<file path="src/sv/aigsh_pkg.sv">
// ----------------------------------------------------------------------------
// aigsh_pkg
// Shared types, sizes and the slot hash for the and-inverter graph node store.
// ----------------------------------------------------------------------------
`default_nettype none

package aigsh_pkg;

   localparam int LIT_W       = 13;
   localparam int NUM_W       = 12;
   localparam int NODE_W      = 13;
   localparam int MAX_NODES   = 4096;
   localparam int TABLE_SIZE  = 8192;
   localparam int PROBE_LIMIT = 8;

   // every node must fit a 13-bit literal
   localparam int NODE_LIMIT  = (MAX_NODES < 4096) ? MAX_NODES : 4096;
   localparam int FAN_AW      = $clog2(NODE_LIMIT);
   localparam int FAN_W       = 2 * LIT_W;
   localparam int SLOT_AW     = $clog2(TABLE_SIZE);
   localparam int PROBE_W     = $clog2(PROBE_LIMIT + 1);

   localparam logic ACT_INPUT = 1'b0;
   localparam logic ACT_AND   = 1'b1;

   typedef struct packed {
      logic             action;
      logic [LIT_W-1:0] lit_a;
      logic [LIT_W-1:0] lit_b;
   } aigsh_req_type;

   typedef struct packed {
      logic [LIT_W-1:0] result_lit;
      logic [NUM_W-1:0] input_number;
      logic             found_existing;
      logic             status;
   } aigsh_rsp_type;

   typedef struct packed {
      logic               en;
      logic [SLOT_AW-1:0] addr;
      logic [NODE_W-1:0]  data;
   } aigsh_slot_wr_type;

   typedef struct packed {
      logic              en;
      logic [FAN_AW-1:0] addr;
      logic [FAN_W-1:0]  data;
   } aigsh_fan_wr_type;

   typedef struct packed {
      logic               trivial;
      logic [LIT_W-1:0]   triv_lit;
      logic [LIT_W-1:0]   key_a;
      logic [LIT_W-1:0]   key_b;
      logic [SLOT_AW-1:0] hash;
   } aigsh_dec_type;

   function automatic logic [SLOT_AW-1:0] slot_hash(input logic [LIT_W-1:0] a,
                                                   input logic [LIT_W-1:0] b);
      logic [31:0] aa;
      logic [31:0] bb;
      logic [31:0] h;
      aa = 32'(a);
      bb = 32'(b);
      h  = (aa << 5) ^ (aa >> 3) ^ ((bb << 1) + bb);
      return h[SLOT_AW-1:0];
   endfunction

endpackage

`default_nettype wire

</file>
<file path="src/sv/aigsh_decode.sv">
// ----------------------------------------------------------------------------
// aigsh_decode
// Trivial-case simplification, operand ordering and slot hash of an and request.
// ----------------------------------------------------------------------------
`default_nettype none

module aigsh_decode (
   input  wire logic [aigsh_pkg::LIT_W-1:0] lit_a,
   input  wire logic [aigsh_pkg::LIT_W-1:0] lit_b,
   output aigsh_pkg::aigsh_dec_type         dec
);
   import aigsh_pkg::*;

   logic [LIT_W-2:0] node_a;
   logic [LIT_W-2:0] node_b;
   logic [LIT_W-1:0] big;
   logic [LIT_W-1:0] sml;

   assign node_a = lit_a[LIT_W-1:1];
   assign node_b = lit_b[LIT_W-1:1];

   // larger node goes first
   assign big = (node_a < node_b) ? lit_b : lit_a;
   assign sml = (node_a < node_b) ? lit_a : lit_b;

   always_comb begin
      dec.key_a    = big;
      dec.key_b    = sml;
      dec.hash     = slot_hash(big, sml);
      dec.trivial  = 1'b1;
      dec.triv_lit = '0;
      if (lit_a == '0 || lit_b == '0) begin
         dec.triv_lit = '0;
      end else if (lit_a == LIT_W'(1)) begin
         dec.triv_lit = lit_b;
      end else if (lit_b == LIT_W'(1)) begin
         dec.triv_lit = lit_a;
      end else if (lit_a == lit_b) begin
         dec.triv_lit = lit_a;
      end else if (node_a == node_b) begin
         // complementary operands
         dec.triv_lit = '0;
      end else begin
         dec.trivial = 1'b0;
      end
   end

endmodule

`default_nettype wire

</file>
<file path="config.mk">
export PLATFORM = sky130hd
export DESIGN_NAME = aigsh_decode
export DESIGN_NICKNAME = d
export VERILOG_FILES = /design/src/sv/aigsh_pkg.sv /design/src/sv/aigsh_decode.sv
export SDC_FILE = /design/constraint.sdc
export NUM_CORES = 1
export LEC_CHECK = 0
export BUFFER_PORTS_ARGS = -buffer_cell sky130_fd_sc_hd__buf_2
export CORE_MARGIN = 1.5
export CORE_UTILIZATION = 50
export DETAILED_ROUTE_END_ITERATION = 8
export PLACE_DENSITY = 0.92
export SETUP_SLACK_MARGIN = 0.2
export SYNTH_ARGS = -nofsm -noshare
export SYNTH_HDL_FRONTEND = slang
export SYNTH_SLANG_ARGS = --single-unit
</file>
<file path="constraint.sdc">
create_clock -name vclk -period 6.2
set_input_delay 0.62 -clock vclk [all_inputs]
set_output_delay 0.62 -clock vclk [all_outputs]
set_load 0.005 [all_outputs]
</file>
After elaboration in Yosys (flattened, before gate mapping)
Index checks and enable logic that the tools add are counted.

Register bits after elaboration: 0. Word-level logic and storage cells: 22. Output and inout bits: 53. Input port bits: 26.

Reductions and logical operators: 3. Add/sub/neg operators: 1. Bitwise operators: 2. Equality and inequality tests: 4. Multiplexer cells: 11. $lt $le $gt $ge: 1.

Operator list (count): two-way mux 13 bit (6); equality test 13 x 1 -> 1 bit (second input constant) (2); zero test 13 bit (2); adder 13 bit (1); equality test 13 bit (1); XOR 13 x 10 -> 13 bit (1); XOR 13 bit (1); equality test 12 bit (1); less-than comparator 12 bit (1); two-way mux 1 bit (5); logical OR 1 bit (1).

Longest topological paths before layout
Gate-level depths: netlist of run 1.

Word-level depth: 6. Mapped depth: 19. Depth with buffers taken out: 15.

Worst setup path after synthesis of run 1
No wires, ideal clock.

Kind: in2out. Start point: in lit_b[2] (netlist bit). End point: out dec[12] (netlist bit). Data arrival time: 4346 ps. Cell stages on the path: 18. Setup slack: 1234 ps. Path buffers: 3. Required time: 5580 ps. Cells stage by stage: clkbuf_1 inv_1 ha_1 nor2b_1 o211ai_1 a2bb2oi_2 nor3_4 buf_2 buf_2 mux2_2 ha_1 maj3_1 o31ai_1 a21o_1 nand3_1 a41oi_1 mux2i_1 nand4_1.

RTL lines: start: declaration (line aigsh_decode.sv:9) `input wire logic [aigsh_pkg::LIT_W-1:0] lit_b,`; end: declaration (line aigsh_decode.sv:10) `output aigsh_pkg::aigsh_dec_type dec`.

==> flow_summary.json, run 1 <==
{
  "worstPathArrival_ps": 4190,
  "setup_viol": 0,
  "via_per_inst": 5.813,
  "p_total_mw": 0.4047,
  "syn_avg_cell_area_um2": 6.924,
  "slowest_stage": "buf_4",
  "crit_path_end_kind": "primary output",
  "status": "complete, no violations",
  "crit_type": "in2out",
  "syn_area_um2": 1648,
  "first_pass_iters": 4,
  "flops_and_latches": 0,
  "antenna_cells": 0,
  "io_buffers": 79,
  "power_density_nw_per_um2": 195.9,
  "slew_headroom_pct": 35.38,
  "vias": 2046,
  "period_share_pct": 77.62,
  "whs_path_depth": 4,
  "final_cell_mix": "buf_2 (79), nand2_1 (23), ha_1 (23)",
  "met1_length_um": 2298,
  "ios": 79,
  "ir_worst_vdd_mv": 0.08369,
  "drv_cap": 0,
  "antenna_left": 0,
  "cts_setup_buffers": 0,
  "power_leakage_nw": 1.121,
  "met2_length_um": 2479,
  "dpl-instance-area_um2": 2066,
  "synth_top_area_share_pct": 17.46,
  "rows": 20,
  "top_layer": "met4",
  "cts-resized-gates": 0,
  "start_util_pct": 53.10,
  "tns_ps": 0,
  "yosys.area.top_type": "ha_1",
  "initialDrtViolationCount": 118,
  "cp_num_cells": 17,
  "hold_violations": 0,
  "syn_nets": 287,
  "netlist_top_cells_area": "ha_1 (17%), xnor2_1 (11%), mux2_2 (5.5%)",
  "fmax_mhz": 207.8,
  "crit_fanout": 43,
  "chipWidth_um": 60.41,
  "gp_congestion": 0.9451,
  "synth_cells": 238,
  "ys_warn_count": 0,
  "nClkBuffers": 0,
  "cts_hold_buf": 0,
  "crit_path_start_kind": "input pin",
  "drive_above_1_share_pct": 30.19,
  "dieArea_um2": 3649,
  "crit_buf_inv": 4,
  "grt_pass1_vias": 1842,
  "grt_util_all_layers_pct": 29.78,
  "required_ps": 5580,
  "wirelength_um": 5307,
  "drc_errors": 0,
  "worstMarginPinSlew_ps": 969.3,
  "slowest_delay_ps": 410,
  "cp_top_family": "compound AO/OA/AOI/OAI gates",
  "grt_max_degree": 44,
  "die_y_um": 60.41,
  "area_growth_pct": 25.36,
  "seq_area_um2": 0,
  "core_region_area_um2": 3103,
  "wl_met3_um": 428,
  "rsz0062_at_grt": "false",
  "grt_pass1_wl_um": 8507,
  "final_common_cell": "buf_2",
  "hpwl_um": 4540,
  "grt-ovfl-total": 0,
  "ys_seq_area_share_pct": 0,
  "slew_viol_final": 0,
  "fin_nets": 359,
  "fin_area_um2": 2066,
  "worstHoldPathType": "in2out",
  "yosysUniqueCellTypes": 45,
  "antenna_found_initial": 0,
  "fin_crit_ps": 4812,
  "wl_per_cell_um": 15.08,
  "cp_cell_sequence": "buf_2, inv_1, ha_1, nor2b_1, o211ai_1, a2bb2oi_2, nor3_4, buf_4, o21ai_0, ha_1, a21o_1, nand2_1, nand3_1, a41oi_1, mux2i_1, nand4_1, buf_2"
}
## path summary, 6_finish.rpt
check,startpoint,endpoint,slack [ps]
min,lit_b[8],dec[47],1590
max,lit_b[2],dec[12],1390
## tightest hold or removal path: stages
cell and delay [ps]:
buf_2 110, a21oi_1 60, nor2_1 70, buf_2 110
## cell usage after synthesis, drive strengths merged, types with 2 or more instances
| master | count |
|---|---|
| ha | 23 |
| nand2 | 23 |
| xnor2 | 20 |
| inv | 19 |
| nor2 | 19 |
| o21ai | 18 |
| a21oi | 17 |
| mux2 | 8 |
| nor4 | 8 |
| xor2 | 8 |
| clkbuf | 7 |
| mux2i | 7 |
| nand4 | 7 |
| nand3 | 6 |
| a21o | 5 |
| nor3 | 5 |
| and2 | 4 |
| and3 | 3 |
| buf | 3 |
| o211ai | 3 |
| a21boi | 2 |
| a41o | 2 |
| maj3 | 2 |
| o31ai | 2 |
## stage by stage
step                      utilization, %  setup slack [ps]  instances  hold WS, ps
after floorplan                        -              1234        238         1344
after global placement             66.57              1540        352         1590
after detailed placement           66.57              1416        352         1591
after CTS                          66.57              1414        352         1596
after global routing               66.57              1067        352         1630
final                              66.57              1388        352         1594
## routing by layer
layer | vias up | track usage [%]
met5 | - | 0
met4 | 0 | 4.762
met3 | 12 | 0.8529
met2 | 115 | 52.80
met1 | 916 | 40.92
li1 | 1003 | -
## area by class of cell
cell class	count	area [um2]
multi-input cells	209	1536
well taps	44	55.05
inverters	19	71.32
repair buffers	80	402.9
fillers	303	1037
## power breakdown
group,switching (mW),total (mW),internal [mW]
sequential,0,0,0
clock,0,0,0
combinational,0.209,0.405,0.196
total,0.209,0.405,0.196
## kinds of logic after synthesis
logic type	count (synthesis)	synth area share (%)
simple gates	81	24.38
compound gates	58	22.78
xor+xnor	30	17.69
buf+inv	29	6.758
fa+ha+maj	25	18.68
mux	15	9.719
Note: power is estimated with default switching activity, not from simulation.
==> inputs of run 2 (changes only) <==
Settings changed: ABC_AREA set to 1, CORE_UTILIZATION 50 to 47, PLACE_DENSITY 0.92 to 0.87.
Clock period 6.2 ns to 4.4 ns, I/O delays scaled along.
==> run 2 against run 1 <==
Net effect: synthesized cell count rose by 43%; synthesized area rose by 22%; via count rose by 19%; core utilization fell by 5.6 points; flip-flop and latch count did not move; critical path type unchanged.
==> flow_summary.json, run 2 <==
{
  "fin_nets": 471,
  "period_share_pct": 87.57,
  "antenna_found_initial": 0,
  "ir_worst_vdd_mv": 0.08840,
  "netlist_top_cells_area": "nand2_1 (19%), ha_1 (14%), inv_1 (11%)",
  "crit_type": "in2out",
  "grt_max_degree": 21,
  "flops_and_latches": 0,
  "tns_ps": 0,
  "setup_viol": 0,
  "crit_start": "lit_b[12]",
  "met1_length_um": 2793,
  "drc_errors": 0,
  "hold-worst-slack_ps": 1232,
  "final_cell_mix": "nand2_1 (102), buf_2 (79), inv_1 (59)",
  "required_ps": 3960,
  "wirelength_um": 5964,
  "slowest_stage": "o21ai_0",
  "wl_met3_um": 301,
  "synth_top_area_share_pct": 18.98,
  "worstMarginPinSlew_ps": 576.7,
  "syn_nets": 390,
  "hold_violations": 0,
  "worstHoldPathType": "in2out",
  "ys_warn_count": 0,
  "cpMostUsedCell": "nand2_1",
  "first_pass_iters": 4,
  "grt_util_all_layers_pct": 25.71,
  "slew_viol_final": 0,
  "worstPathArrival_ps": 3410,
  "syn_avg_cell_area_um2": 5.915,
  "gp_congestion": 0.9120,
  "die_y_um": 68.51,
  "pre_cts_ws_ps": 454.9,
  "antenna_cells": 0,
  "crit_path_start_kind": "input pin",
  "io_buffers": 79,
  "grt_pass1_wl_um": 9459,
  "hold_path_startpoint": "lit_b[3]",
  "grt-ovfl-total": 0,
  "rows": 23,
  "via_per_inst": 5.198,
  "ys_seq_area_share_pct": 0,
  "yosys.area.top_type": "nand2_1",
  "vias": 2443,
  "nClkBuffers": 0,
  "crit_fanout": 17,
  "start_util_pct": 49.71,
  "final_common_cell": "nand2_1",
  "power_density_nw_per_um2": 239.6,
  "cp_cell_sequence": "buf_2, inv_1, ha_1, a21o_1, nor2_4, nand3_4, o21ai_0, ha_1, a21o_1, a31oi_2, o21ai_0, a21oi_1, nand2_1, nand2_1, nand2_1, inv_1, buf_2",
  "rsz0062_at_grt": "false",
  "ios": 79,
  "power_leakage_nw": 1.534,
  "antenna_left": 0,
  "syn_area_um2": 2017,
  "top_layer": "met4",
  "fmax_mhz": 259.5,
  "worst_slack_ps": 546.8,
  "seq_area_um2": 0,
  "dieArea_um2": 4694,
  "synth_cells": 341,
  "initialDrtViolationCount": 135,
  "grt_pass1_vias": 2052,
  "wl_per_cell_um": 12.69,
  "crit_path_end_kind": "primary output",
  "yosysUniqueCellTypes": 35,
  "fin_area_um2": 2474,
  "core_region_area_um2": 4058,
  "dpl-instance-area_um2": 2430,
  "slowest_delay_ps": 460,
  "status": "complete, no violations",
  "drv_cap": 0,
  "chipWidth_um": 68.51,
  "fin_crit_ps": 3853,
  "met2_length_um": 2846,
  "synthTopCellsByCount": "nand2_1 (102), inv_1 (59), ha_1 (23)",
  "slew_headroom_pct": 61.45,
  "area_growth_pct": 22.64,
  "drive_above_1_share_pct": 30.48,
  "hpwl_um": 5135,
  "post-synth-top-count-cell": "nand2_1"
}
## run 2: kinds of logic (layout without fill, tap and decap cells)
| family | after synthesis | count (layout) | synth area share (%) |
|---|---|---|---|
| AOI/OAI and AO/OA | 53 | 53 | 19.54 |
| xor gates and xnor gates | 23 | 23 | 9.988 |
| adders and majority gates | 23 | 23 | 14.27 |
| buffers and inverters | 67 | 146 | 14.14 |
| and+or+nand+nor | 175 | 175 | 42.06 |
## run 2: through the flow
stage	power [mW]	utilization [%]	cells
2_1_floorplan	0.4028	-	341
3_3_place_gp	0.5636	59.88	465
3_5_place_dp	0.5757	59.88	465
4_1_cts	0.5776	59.88	465
5_1_grt	0.6703	60.96	470
6_report	0.5926	60.96	470
## run 2: layout make-up
class / count / area (um2)
Multi-Input combinational cell: 274 / 1738
Fill cell: 394 / 1584
Timing Repair Buffer: 86 / 447.9
Inverter: 60 / 225.2
Tap cell: 50 / 62.56
## run 2: path summary, 6_finish.rpt
check             endpoint  slack (ps)  depth (start not counted)
hold / removal     dec[42]        1230                          4
setup / recovery   dec[12]         550                         17
## run 2: report_power, final
group / leakage (nW) / switching (mW) / internal (mW) / total (mW)
clock network: 0 / 0 / 0 / 0
logic: 1.53 / 0.349 / 0.243 / 0.593
registers: 0 / 0 / 0 / 0
## run 2: repair_timing
item | in CTS | in global routing
buffers inserted | 0 | 5
resized for setup | 0 | 4
hold buffers | 0 | 0
endpoints found under the setup margin | 0 | 2
hold endpoints to repair | 0 | 0
## run 2: layer usage
metal / GRT usage (%) / vias to the layer above
met1: 36.52 / 1099
met3: 0.8117 / 2
met5: 0 / -
li1: - / 1268
met4: 1.250 / 0
met2: 45.07 / 74
## run 2: critical path: cells and delay by family
family | cells | cell delay, ps
compound gates | 6 | 1360
fa+ha+maj | 2 | 690
simple gates | 5 | 580
buf+inv | 4 | 360
